File: src/rtl/core/lkv_pkg.sv
// Package: shared sizes, codes and cell control types for the LRU key-value cache.
`timescale 1ns / 1ps
package lkv_pkg;

  // Store geometry
  localparam int ENTRIES = 16;
  localparam int AGE_W   = (ENTRIES > 1) ? $clog2(ENTRIES) : 1;
  localparam int CNT_W   = $clog2(ENTRIES + 1);
  localparam int DATA_W  = 32;
  localparam int CAP_W   = 5;

  // Capacity register reset value
  localparam logic [CAP_W-1:0] CAP_RESET = CAP_W'(16);

  // Operation codes
  localparam logic FUNC_GET = 1'b0;
  localparam logic FUNC_PUT = 1'b1;

  // Returned data for a get miss and for any put
  localparam logic [DATA_W-1:0] MISS_VALUE = '1;
  localparam logic [DATA_W-1:0] PUT_VALUE  = '0;

  // Sequencer states
  typedef enum logic [1:0] {
    ST_IDLE,
    ST_MATCH,
    ST_UPDATE
  } state_t;

  // Command broadcast to every cell
  typedef struct packed {
    logic             capture;     // latch key compare
    logic             apply;       // commit the update
    logic             touch;       // request hit: make matched entry most recent
    logic             write_value; // put hit: overwrite value
    logic             insert;      // put miss: insert new entry
    logic             evict;       // store full: drop oldest ranks
    logic [AGE_W-1:0] hit_age;     // rank of the matched entry
    logic [CNT_W-1:0] evict_floor; // ranks at or above this are dropped
  } cell_cmd_t;

  // Status reported by each cell
  typedef struct packed {
    logic              valid;
    logic              match;
    logic [AGE_W-1:0]  age;
    logic [DATA_W-1:0] value;
  } cell_stat_t;

  // Clamp the capacity register into 1..ENTRIES
  function automatic logic [CNT_W-1:0] eff_cap(input logic [CAP_W-1:0] c);
    logic [CNT_W-1:0] r;
    if (c == '0) begin
      r = CNT_W'(1);
    end else if (int'(c) > ENTRIES) begin
      r = CNT_W'(ENTRIES);
    end else begin
      r = CNT_W'(c);
    end
    return r;
  endfunction

endpackage

File: src/rtl/core/lkv_cell.sv
// One store cell: holds a key, value, valid mark and recency rank.
`timescale 1ns / 1ps
module lkv_cell (
  input  logic                      clk,
  input  logic                      rst,
  input  lkv_pkg::cell_cmd_t        cmd,
  input  logic [lkv_pkg::DATA_W-1:0] req_key,
  input  logic [lkv_pkg::DATA_W-1:0] req_value,
  input  logic                      claim_in,
  output logic                      claim_out,
  output lkv_pkg::cell_stat_t       stat
);
  import lkv_pkg::*;

  logic              valid;
  logic              match;
  logic [AGE_W-1:0]  age;
  logic [DATA_W-1:0] key;
  logic [DATA_W-1:0] value;

  logic evict_me;
  logic keep;
  logic take;

  // Decide eviction and free-slot claim along the chain
  always_comb begin
    evict_me  = cmd.evict && valid && (CNT_W'(age) >= cmd.evict_floor);
    keep      = valid && !evict_me;
    take      = !keep && !claim_in;
    claim_out = claim_in || !keep;
  end

  // Control state: valid mark, compare flag, rank
  always_ff @(posedge clk) begin
    if (rst) begin
      valid <= 1'b0;
      match <= 1'b0;
      age   <= '0;
    end else begin
      if (cmd.capture) begin
        match <= valid && (key == req_key);
      end
      if (cmd.apply && cmd.touch) begin
        if (match) begin
          age <= '0;
        end else if (valid && (age < cmd.hit_age)) begin
          age <= age + AGE_W'(1);
        end
      end else if (cmd.apply && cmd.insert) begin
        if (take) begin
          valid <= 1'b1;
          age   <= '0;
        end else if (keep) begin
          age <= age + AGE_W'(1);
        end else begin
          valid <= 1'b0;
        end
      end
    end
  end

  // Payload: key and value
  always_ff @(posedge clk) begin
    if (cmd.apply && cmd.insert && take) begin
      key   <= req_key;
      value <= req_value;
    end else if (cmd.apply && cmd.write_value && match) begin
      value <= req_value;
    end
  end

  assign stat = '{valid: valid, match: match, age: age, value: value};

endmodule

File: src/rtl/core/lru_key_value_cache_top.sv
// Top level: fully associative LRU key-value cache built from a row of cells.
//
//  channel   | ports                         | handshake
//  ----------+-------------------------------+------------------------------
//  request   | func, key, value              | start && !busy
//  result    | hit, read_value               | done, one cycle, no stall
//  config    | cfg_wdata                     | cfg_we
//
// A request runs as accept, key compare in every cell, then the
// rank/valid update. The result strobes in the cycle after the update, when
// busy is already low, so a new request can be accepted alongside it. The key
// compare is registered ahead of the update; the free-slot claim ripples
// through the cell row inside the update cycle.
// Synchronous reset clears all valid marks and ranks and sets capacity to 16.
// The receiver cannot stall: done pulses exactly once per request.
`timescale 1ns / 1ps
module lru_key_value_cache_top (
  input  logic                        clk,
  input  logic                        rst,
  input  logic                        start,
  output logic                        busy,
  input  logic                        func,
  input  logic [lkv_pkg::DATA_W-1:0]  key,
  input  logic [lkv_pkg::DATA_W-1:0]  value,
  input  logic                        cfg_we,
  input  logic [lkv_pkg::CAP_W-1:0]   cfg_wdata,
  output logic                        done,
  output logic                        hit,
  output logic [lkv_pkg::DATA_W-1:0]  read_value
);
  import lkv_pkg::*;

  state_t state;
  state_t state_next;

  logic [CAP_W-1:0]  capacity;
  logic [CNT_W-1:0]  used_count;
  logic              req_func;
  logic [DATA_W-1:0] req_key;
  logic [DATA_W-1:0] req_value;

  cell_cmd_t         cmd;
  cell_stat_t        stat [ENTRIES];
  logic [ENTRIES:0]  claim;
  logic [ENTRIES-1:0] valid_mask;
  logic [ENTRIES-1:0] match_mask;

  logic              any_hit;
  logic [AGE_W-1:0]  hit_age;
  logic [DATA_W-1:0] hit_value;
  logic [CNT_W-1:0]  cap;
  logic              full;
  logic              accept;

  assign accept = start && !busy;
  assign cap    = eff_cap(capacity);
  assign full   = used_count >= cap;

  // Gather the matched entry's rank and value
  always_comb begin
    hit_age   = '0;
    hit_value = '0;
    for (int i = 0; i < ENTRIES; i++) begin
      valid_mask[i] = stat[i].valid;
      match_mask[i] = stat[i].match;
      hit_age       = hit_age | (stat[i].match ? stat[i].age : '0);
      hit_value     = hit_value | (stat[i].match ? stat[i].value : '0);
    end
    any_hit = |match_mask;
  end

  // Next state
  always_comb begin
    state_next = state;
    unique case (state)
      ST_IDLE:   if (start) state_next = ST_MATCH;
      ST_MATCH:  state_next = ST_UPDATE;
      ST_UPDATE: state_next = ST_IDLE;
      default:   state_next = ST_IDLE;
    endcase
  end

  // Sequencer outputs and cell command
  always_comb begin
    busy            = 1'b1;
    cmd.capture     = 1'b0;
    cmd.apply       = 1'b0;
    unique case (state)
      ST_IDLE:   busy = 1'b0;
      ST_MATCH:  cmd.capture = 1'b1;
      ST_UPDATE: cmd.apply = 1'b1;
      default:   busy = 1'b1;
    endcase
    cmd.touch       = any_hit;
    cmd.write_value = any_hit && (req_func == FUNC_PUT);
    cmd.insert      = !any_hit && (req_func == FUNC_PUT);
    cmd.evict       = full;
    cmd.hit_age     = hit_age;
    cmd.evict_floor = cap - CNT_W'(1);
  end

  // Hold state, capacity, entry count and result strobe
  always_ff @(posedge clk) begin
    if (rst) begin
      state      <= ST_IDLE;
      capacity   <= CAP_RESET;
      used_count <= '0;
      done       <= 1'b0;
    end else begin
      state <= state_next;
      done  <= (state == ST_UPDATE);
      if (cfg_we) begin
        capacity <= cfg_wdata;
      end
      if (cmd.apply && cmd.insert) begin
        used_count <= full ? cap : used_count + CNT_W'(1);
      end
    end
  end

  // Latch request payload and result payload
  always_ff @(posedge clk) begin
    if (accept) begin
      req_func  <= func;
      req_key   <= key;
      req_value <= value;
    end
    if (state == ST_UPDATE) begin
      hit <= any_hit;
      if (req_func == FUNC_PUT) begin
        read_value <= PUT_VALUE;
      end else begin
        read_value <= any_hit ? hit_value : MISS_VALUE;
      end
    end
  end

  // Cell row; the free-slot claim ripples from cell 0 upward
  assign claim[0] = 1'b0;
  for (genvar g = 0; g < ENTRIES; g++) begin : g_cell
    lkv_cell u_cell (
      .clk       (clk),
      .rst       (rst),
      .cmd       (cmd),
      .req_key   (req_key),
      .req_value (req_value),
      .claim_in  (claim[g]),
      .claim_out (claim[g+1]),
      .stat      (stat[g])
    );
  end

  // Checks
  a_count_tracks_valid: assert property (@(posedge clk) disable iff (rst)
    $countones(valid_mask) == int'(used_count))
    else $error("used_count disagrees with valid marks");

  a_single_match: assert property (@(posedge clk) disable iff (rst)
    $onehot0(match_mask))
    else $error("key present in more than one entry");

  a_accept_busy: assert property (@(posedge clk) disable iff (rst)
    accept |=> busy)
    else $error("accepted request did not raise busy");

  a_done_after_update: assert property (@(posedge clk) disable iff (rst)
    (state == ST_UPDATE) |=> done)
    else $error("update finished without a result strobe");

  a_insert_has_slot: assert property (@(posedge clk) disable iff (rst)
    (cmd.apply && cmd.insert) |-> claim[ENTRIES])
    else $error("insert found no free slot");

endmodule
File: config.mk
export PLATFORM = sky130hd
export DESIGN_NAME = lru_key_value_cache_top
export DESIGN_NICKNAME = d
export VERILOG_FILES = /design/src/rtl/core/lkv_pkg.sv /design/src/rtl/core/lkv_cell.sv /design/src/rtl/core/lru_key_value_cache_top.sv
export SDC_FILE = /design/constraint.sdc
export NUM_CORES = 1
export LEC_CHECK = 0
export BUFFER_PORTS_ARGS = -buffer_cell sky130_fd_sc_hd__buf_4
export CAP_MARGIN = 0
export CORE_UTILIZATION = 45
export CTS_CLUSTER_DIAMETER = 200
export DETAILED_ROUTE_END_ITERATION = 12
export PLACE_DENSITY = 0.58
export SLEW_MARGIN = 20
export SYNTH_ARGS = -nofsm -noshare
export SYNTH_HDL_FRONTEND = slang
export SYNTH_SLANG_ARGS = --single-unit
File: constraint.sdc
create_clock -name clk -period 22.8 [get_ports clk]
set_clock_uncertainty 0.05 [all_clocks]
set_input_delay 2.28 -clock clk [delete_from_list [all_inputs] [get_ports clk]]
set_output_delay 2.28 -clock clk [all_outputs]
set_load 0.01 [all_outputs]
# After elaboration in Yosys (flattened, before gate mapping)

Index checks and enable logic that the tools add are counted.

Output and inout bits: 35
Word-level logic and storage cells: 682
Bits of input ports: 74
Register bits: 1,231

Multiplexer cells: 198
Add/sub/neg operators: 18
Bitwise gates (word level): 32
Equality and inequality tests: 50
Reductions and logical operators: 261
$lt $le $gt $ge: 34

Operators with widths:

| operator                                                                | number |
|---|---|
| 32-bit 2-to-1 mux                                                       | 49 |
| 32-bit equality test                                                    | 16 |
| 32-bit OR                                                               | 15 |
| 4-bit 2-to-1 mux                                                        | 111 |
| 1-bit logical AND                                                       | 133 |
| 3-bit AND reduction                                                     | 31 |
| 4-bit by 5-bit >= comparator with 1-bit output                          | 16 |
| 4-bit by 1-bit adder with 4-bit output, second input constant           | 16 |
| 4-bit less-than comparator                                              | 16 |
| 4-bit OR                                                                | 15 |
| 1-bit zero test                                                         | 47 |
| 3-bit by 1-bit inequality test with 1-bit output, second input constant | 15 |
| 3-bit nonzero test                                                      | 15 |
| 2-bit nonzero test                                                      | 17 |
| 1-bit 2-to-1 mux                                                        | 33 |
| 2-bit inequality test, second input constant                            | 16 |
| 16-bit OR reduction                                                     | 1 |
| 5-bit 2-to-1 mux                                                        | 3 |
| 1-bit logical OR                                                        | 14 |
| 5-bit by 1-bit adder with 5-bit output, second input constant           | 1 |
| 5-bit >= comparator                                                     | 1 |
| 5-bit > comparator, second input constant                               | 1 |
| 5-bit zero test                                                         | 1 |
| 5-bit by 1-bit subtractor with 5-bit output, second input constant      | 1 |
| 8 further kinds                                                         | 9 |

# Depth between registers and ports, before layout

Gate-level depths: netlist of the first run.

Depth in word-level cells: 28
Depth in mapped cells: 18
Gate-level depth less buffers: 16

# By module

A second synthesis of the first run with hierarchy kept.

Cells, all modules: 3,636
Area total of the unflattened synthesis: 53,322.4 um^2

Modules (own cells, without submodules):

| module                          | seq. area each (um^2) | times used | cells an instance | area an instance (um^2) |
|---|---|---|---|---|
| lkv_cell (g_cell[0].u_cell ...) | 2,042.0               | 11         | 189               | 2,901.5 |
| lkv_cell (g_cell[5].u_cell ...) | 2,042.0               | 5          | 186               | 2,861.5 |
| lru_key_value_cache_top         | 3,203.1               | 1          | 627               | 7,098.1 |

# Worst setup path after synthesis of the first run

OpenSTA, ideal clock, no wires.

Kind: register to register
Start point: reg capacity[1]
End point: reg g_cell[5].u_cell.value[0] (enable)
Period minus slack after synthesis: 7.402 ns
Data required time: 22.360 ns
Slack: 15.398 ns
Cell stages (with the launch flop): 17
Arrival: 6.963 ns
Setup time: 0.390 ns
Buffers on the path: 0
Cells stage by stage: dfxtp_1 > nor3_1 > nor2_1 > nor2_1 > inv_1 > ha_1 > xor2_1 > ha_1 > a21oi_1 > o21ai_0 > a211oi_1 > a211oi_2 > or4_1 > and2_4 > nor3_1 > inv_1 > nand2_1

Longest elaborated chain between the ends: 17
Elaborated cells on any way between the ends: 50
Those cells by class: add/sub: 1; order compare: 8; mux: 2; reduce/logical: 39

Ends and longest elaborated chain:

| element                                                                                    | RTL line                                                     | RTL |
|---|---|---|
| start: declaration                                                                         | lru_key_value_cache_top.sv:36                                | `logic [CAP_W-1:0] capacity;` |
| start signal: assignment                                                                   | lru_key_value_cache_top.sv:113                               | `capacity <= cfg_wdata;` |
| 5-bit > comparator                                                                         | lkv_pkg.sv:55                                                | `end else if (int'(c) > ENTRIES) begin` |
| 5-bit 2-to-1 mux                                                                           | lkv_pkg.sv:55                                                |  |
| 5-bit 2-to-1 mux *                                                                         | lkv_pkg.sv:53                                                | `if (c == '0) begin` |
| 5-bit by 1-bit subtractor with 5-bit output / 5-bit >= comparator (equally long branches)  | lru_key_value_cache_top.sv:99, lru_key_value_cache_top.sv:57 |  |
| 4-bit by 5-bit >= comparator with 1-bit output / 1-bit logical AND (equally long branches) | lkv_cell.sv:27                                               | `evict_me = cmd.evict && valid && (CNT_W'(age) >= cmd.evict_floor);` |
| 1-bit logical AND                                                                          | lkv_cell.sv:27                                               |  |
| 1-bit zero test                                                                            | lkv_cell.sv:28                                               | `keep = valid && !evict_me;` |
| 1-bit logical AND                                                                          | lkv_cell.sv:28                                               |  |
| 1-bit zero test                                                                            | lkv_cell.sv:30                                               | `claim_out = claim_in \|\| !keep;` |
| 1-bit logical OR (4 in series)                                                             | lkv_cell.sv:30                                               |  |
| 1-bit zero test                                                                            | lkv_cell.sv:29                                               | `take = !keep && !claim_in;` |
| 1-bit logical AND *                                                                        | lkv_cell.sv:29                                               |  |
| 1-bit logical AND *                                                                        | lkv_cell.sv:64                                               | `if (cmd.apply && cmd.insert && take) begin` |
| 2-bit nonzero test (no line) *                                                             | -                                                            |  |
| end signal: assignment                                                                     | lkv_cell.sv:66                                               | `value <= req_value;` |
| end signal: assignment                                                                     | lkv_cell.sv:68                                               | `value <= req_value;` |
| end: declaration                                                                           | lkv_cell.sv:19                                               | `logic [DATA_W-1:0] value;` |

Every way passes the cells marked *; elsewhere a longest branch is shown, timed or not.
A chain may end at the register's enable or synchronous reset.

# Worst setup path in the final report of the first run

Start point: reg capacity[2]
End point: reg g_cell[10].u_cell.value[14] (enable)

Longest elaborated chain between the ends: 22
Elaborated cells on any way between the ends: 85
Those cells by class: add/sub: 1; order compare: 13; mux: 2; reduce/logical: 69

Ends and longest elaborated chain:

| element                                                                                    | RTL line |
|---|---|
| 5-bit > comparator                                                                         | lkv_pkg.sv:55 |
| 5-bit 2-to-1 mux                                                                           | lkv_pkg.sv:55 |
| 5-bit 2-to-1 mux *                                                                         | lkv_pkg.sv:53 |
| 5-bit by 1-bit subtractor with 5-bit output / 5-bit >= comparator (equally long branches)  | lru_key_value_cache_top.sv:99, lru_key_value_cache_top.sv:57 |
| 4-bit by 5-bit >= comparator with 1-bit output / 1-bit logical AND (equally long branches) | lkv_cell.sv:27 |
| 1-bit logical AND                                                                          | lkv_cell.sv:27 |
| 1-bit zero test                                                                            | lkv_cell.sv:28 |
| 1-bit logical AND                                                                          | lkv_cell.sv:28 |
| 1-bit zero test                                                                            | lkv_cell.sv:30 |
| 1-bit logical OR (9 in series)                                                             | lkv_cell.sv:30 |
| 1-bit zero test                                                                            | lkv_cell.sv:29 |
| 1-bit logical AND *                                                                        | lkv_cell.sv:29 |
| 1-bit logical AND *                                                                        | lkv_cell.sv:64 |
| 2-bit nonzero test (no line) *                                                             | - |
| end signal: assignment                                                                     | lkv_cell.sv:66 |
| end signal: assignment                                                                     | lkv_cell.sv:68 |
| end: declaration                                                                           | lkv_cell.sv:19 |

Marked as above.

==> run metrics, run 1 <==
first-pass GRT wire length 207000 um; Site Rows 123; CTS resizes 0; Reg2Reg Depth 17; Root Driver clkbuf_16; Worst Setup Path Type register to register; stages on the worst setup path 17; Area Overhead vs Synth 13.9%; period utilization 0.299; fmax 147 MHz; core area 0.113 mm2; Main synth FF type edfxtp_1; Most Crowded Layer GR met2; largest area contributor in the netlist edfxtp_1; Final Hold Fails 0; final core utilization 0.518; clk sinks 1231; register area share after synthesis 0.701; initial antenna violation count 5; Slew Limit Headroom 0.255; io pins 109; Fin Setup TNS 0 ns; Ys Warns 0; largest net degree at the start of global routing 56; layout cells sized above 1 0.127; Mapped Nets 3624; CTS Buf Count 131; Synth async-reset ratio 0; Yosys cell types 89; Starting DRT DRC Count 3339; RSZ-0062 raised after global routing false; number of synthesized flops with an enable pin 1122; clk buf depth 3; ranking of synthesized cells by area edfxtp_1 66%, xor2_1 5.5%, dfxtp_1 4.3%; LEAKAGE 19.1 nW; routing usage on met3 0.0492; peak supply drop 0.0580 mV; max incr delay on CP 0.94 ns; Hold Buf Count CTS 0; Tmin final 6.81 ns; WHS Path Cells 2; Post-Syn Instances 3431; Overall Global Routing Usage 0.247; die area 0.115 mm2; die height 339 um; via count 30585; Crit path required time 23.10 ns; Die X 339 um; Routed WL 143000 um; status completed; slowest CP cell a21o_2; CTS tree built; worst-skew pair later-pin latency 0.74 ns; vias in the first global route 29544; Critical path buffers and inverters 2; Finish-stage setup viols 0; most common cell after layout, fill and taps aside edfxtp_1; Slew @ Worst Pin 1.12 ns; setup bufs post-CTS 0; Starting Density 0.455; Residual DRC 0; met2 usage in global routing 0.377; vias per cell 5.89; Pwr Density 82.2 mW/mm2; Synth Register Bits 1231; Worst-path clk slew 0.06 ns; hold slack 0.442 ns; port bufs 108; gp weighted congestion 0.929; Startpoint Class register; worst path cell trace nor3_1, nor2_1, nor2_1, inv_1, ha_1, xor2_1, buf_4, ha_1, a21o_1, a31oi_1, a21oi_2, o311a_4, o41ai_4, and2_1, nand2_1, nor2_4, a21o_2; NumNets Final 3785; Worst Path Max Fanout 33; DPL Wire Length 79500 um; Worst R2R Setup Slack 15.99 ns; GR Util met1 0.359; Max Slew Vio Count 0; wire per inst 27.6 um; post-route ant nets 0; most frequent cells in the layout 1122 x edfxtp_1, 323 x xor2_1, 210 x xnor2_1; total grt overflow 0; critical path capture point type register; TritonRoute pass-1 iters 6; Top Family by Delay on Critical Path compound AO/OA/AOI/OAI gates; Antenna diodes 0; Max H-tree Level 4; synthesized area 0.0512 mm2; min-delay worst type register to register; crit path DAT 7.11 ns; post-synth top area share 0.658; Max Cap Violations 0; Avg Cell Area, Syn 14.9 um2
==> cell usage after synthesis, drive strengths merged, types with 19 or more instances <==
| master | number |
|---|---|
| edfxtp | 1122 |
| xor2 | 323 |
| xnor2 | 210 |
| a22oi | 205 |
| nor2 | 138 |
| clkbuf | 135 |
| a21oi | 132 |
| nand4 | 123 |
| ha | 119 |
| dfxtp | 109 |
| nand2 | 103 |
| nor4 | 102 |
| o21ai | 83 |
| nand3 | 69 |
| inv | 61 |
| a221oi | 45 |
| a22o | 43 |
| buf | 35 |
| nand2b | 23 |
| a31oi | 20 |
| a21o | 19 |
==> worst paths after layout <==
| path | startpoint | end |
|---|---|---|
| min | used_count[4] | used_count[4] |
| max reg2reg | capacity[2] | g_cell[10].u_cell.value[14] |
| max | capacity[2] | g_cell[10].u_cell.value[14] |
| min reg2reg | used_count[4] | used_count[4] |
==> state kept, by name (all words and copies together), names as in the netlist <==
signal	count
g_cell.u_cell.age	64
hit	1
g_cell.u_cell.key	512
g_cell.u_cell.value	512
capacity	5
g_cell.u_cell.valid	16
done	1
read_value	32
used_count	5
req_key	32
state	2
req_func	1
g_cell.u_cell.match	16
req_value	32
==> power breakdown <==
part / switching (mW) / internal, mW / leakage, nW
clock: 0.879 / 1.23 / 2.08
sequential: 0.0223 / 2.48 / 11.0
combinational: 0.121 / 0.0558 / 6.03
total: 1.02 / 3.77 / 19.1
==> metal layers <==
layer	share of wire	vias to the layer above
li1	-	13536
met1	0.45	15570
met2	0.45	1258
met3	0.078	221
met4	0.024	0
met5	0	-
==> worst register-to-register path: cells and delay by family, from the launching register on <==
family	cells	cell delay, ns
compound gates	6	2.58
xor+xnor	1	0.18
fa+ha+maj	2	0.74
buf+inv	2	0.68
flops	1	0.34
simple gates	6	1.85
==> layout make-up <==
| class | instances | area [um2] |
|---|---|---|
| Clock buffer | 176 | 3660 |
| Inverter | 61 | 230 |
| Tap cell | 1500 | 1880 |
| Sequential cell | 1231 | 35900 |
| Timing Repair Buffer | 198 | 1500 |
| Fill cell | 9411 | 54300 |
| Clock inverter | 61 | 588 |
| Multi-Input combinational cell | 1969 | 14600 |
==> kinds of logic (layout without fill, tap and decap cells) <==
group,after synthesis,in the layout,share of synthesized area
AO/OA/AOI/OAI,642,642,0.0893
buffers and inverters,231,496,0.0174
adder cells (fa/ha/maj),133,133,0.0319
AND/OR/NAND/NOR,641,641,0.0655
multiplexers,20,20,0.00425
XOR/XNOR,533,533,0.0912
flip-flops,1231,1231,0.701
==> metrics by stage <==
| step | setup slack, ns | cells | power [mW] | instance area, um2 |
|---|---|---|---|---|
| floorplan | 15.40 | 3431 | 2.64 | 51200 |
| global placement | 15.94 | 4958 | 2.73 | 54000 |
| detailed placement | 15.84 | 4958 | 2.73 | 54000 |
| CTS | 15.81 | 5195 | 4.83 | 58300 |
| global route | 15.60 | 5196 | 4.93 | 58300 |
| finish | 15.99 | 5196 | 4.79 | 58300 |
Power figures use the tool's default switching activity.
==> run 2, diff against run 1 <==
Clock period 22.8 ns to 6.6 ns, I/O delays scaled along.
==> run 2 against run 1 <==
  * Die area is the same
  * Critical path depth down 2
  * Flip-flop and latch count did not move
  * Routed wire length decreased by 1.3%
  * Final cell count is 1.0% higher
  * Cell area up 0.74%
  * Utilization rose by 0.38 points
  * Critical endpoint is now g_cell[14].u_cell.value[16]
  * Fmax rose by 12%
  * Via count rose by 0.12%
  * Sequential share of layout area decreased by 0.45 points
  * Combinational power grew to 3.5 times the previous value
==> run metrics, run 2 (synthesized netlist as in run 1, its figures left out) <==
Max H-tree Level 4; most frequent cells in the layout 1122 x edfxtp_1, 323 x xor2_1, 219 x buf_4; Gate power share 0.038; layout cells sized above 1 0.130; clk buf depth 3; Inst Count DP 4981; Routed WL 142000 um; NumNets Final 3842; Max Cap Violations 0; Most Crowded Layer GR met2; Fin Setup TNS 0 ns; total power 16.5 mW; final setup margin 0.542 ns; power share of the clock group 0.437; status completed; most common cell after layout, fill and taps aside edfxtp_1; Non-Filler Instances 5250; routing usage on met3 0.0427; RSZ-0062 raised after global routing false; critical path capture point type register; Reg power frac 0.526; CTS tree built; Finish-stage setup viols 0; worst-skew pair later-pin latency 0.75 ns; Startpoint Class register; Worst R2R Setup Slack 0.54 ns; Slew Limit Headroom 0.250; period utilization 0.918; first-pass GRT wire length 206000 um; crit path DAT 6.36 ns; vias per cell 5.83; Max Slew Vio Count 0; Overall Global Routing Usage 0.245; Reg2Reg Depth 15; port bufs 108; worst r2r src capacity[1]; Setup crit start capacity[1]; Root Driver clkbuf_16; Crit path required time 6.90 ns; wire per inst 27.0 um; GR Util met1 0.360; Top Registers g_cell.u_cell.key x512, g_cell.u_cell.value x512, g_cell.u_cell.age x64; Starting DRT DRC Count 3080; via count 30622; core area 0.113 mm2; Slew @ Worst Pin 1.12 ns; Site Rows 123; min-delay worst type input pin to register; Worst Setup Path Type register to register; Pwr Density 280 mW/mm2; DPL Wire Length 81200 um; Antenna diodes 0; hold_sp value[31]; Final Hold Fails 0; post-route ant nets 0; worst path cell trace nor3_1, nor2_1, nor2_1, inv_1, ha_1, ha_1, nand2_1, o21ai_0, o21ai_1, o2111ai_1, a2111oi_0, and2_1, nand3_1, nor2_4, a21o_2; Switch Pwr 3.57 mW; Starting Density 0.455; clk sinks 1231; fmax 165 MHz; TritonRoute pass-1 iters 6; met2 usage in global routing 0.377; die height 339 um; Internal 12.9 mW; dpl ws 0.578 ns; hold slack 0.0463 ns; initial antenna violation count 1; largest net degree at the start of global routing 66; Residual DRC 0; Die X 339 um; Tmin final 6.06 ns; io pins 109; max incr delay on CP 0.92 ns; CTS Buf Count 133; slowest CP cell ha_1; Worst Path Max Fanout 32; LEAKAGE 19.3 nW; gp weighted congestion 0.902; CTS resizes 0; die area 0.115 mm2; Worst-path clk slew 0.06 ns; vias in the first global route 29575; Area Overhead vs Synth 14.8%; peak supply drop 0.242 mV; WHS Path Cells 1; total grt overflow 0; switching share of total power 0.217
==> run 2: cell types whose count changed in the layout (fill, tap and decap cells not counted), sizes merged <==
cell	change
bufinv	-1
clkbuf	-12
clkinv	+9
clkinvlp	+1
inv	+2
dlygate4sd3	+33
buf	+22
==> run 2: per-layer routing <==
layer / vias to the layer above / routed length (um)
met3: 183 / 10400
li1: 13651 / -
met1: 15602 / 64200
met2: 1186 / 64200
met5: - / 0
met4: 0 / 2770
==> run 2: worst max-delay path: cells and delay by family, from the launching register on <==
family	cells	cell delay [ns]
buf+inv	1	0.40
flops	1	0.34
simple gates	7	1.38
compound gates	5	2.17
fa+ha+maj	2	1.28
==> run 2: repair_timing <==
item	in CTS	in global routing
endpoints found under the hold margin	33	0
hold buffers	33	0
setup buffers	0	0
==> run 2: metrics by stage <==
stage,util,cell area [um2]
6_report,0.522,58800
5_1_grt,0.522,58800
4_1_cts,0.522,58800
3_5_place_dp,0.482,54300
3_3_place_gp,0.482,54200
2_1_floorplan,-,51200
==> run 2: final cells by class <==
type / instances / area, um2
clock buffer: 164 / 3500
inverter: 61 / 229
sequential: 1231 / 35900
timing repair buffer: 253 / 1990
fill: 9444 / 53900
multi-input combinational: 1969 / 14600
clock inverter: 72 / 689
tap: 1500 / 1880
==> run 2: path summary, 6_finish.rpt <==
check / end
min: req_value[31]
max reg2reg: g_cell[14].u_cell.value[16]
min reg2reg: used_count[4]
max: g_cell[14].u_cell.value[16]
==> run 2: power groups by stage <==
stage | combinational [mW] | sequential (mW) | clock [mW]
after detailed placement | 0.606 | 8.82 | 0
after CTS | 0.624 | 8.65 | 7.31
after global routing | 0.668 | 8.66 | 7.61
after global placement | 0.602 | 8.82 | 0
final | 0.619 | 8.65 | 7.18
after floorplan | 0.333 | 8.80 | 0
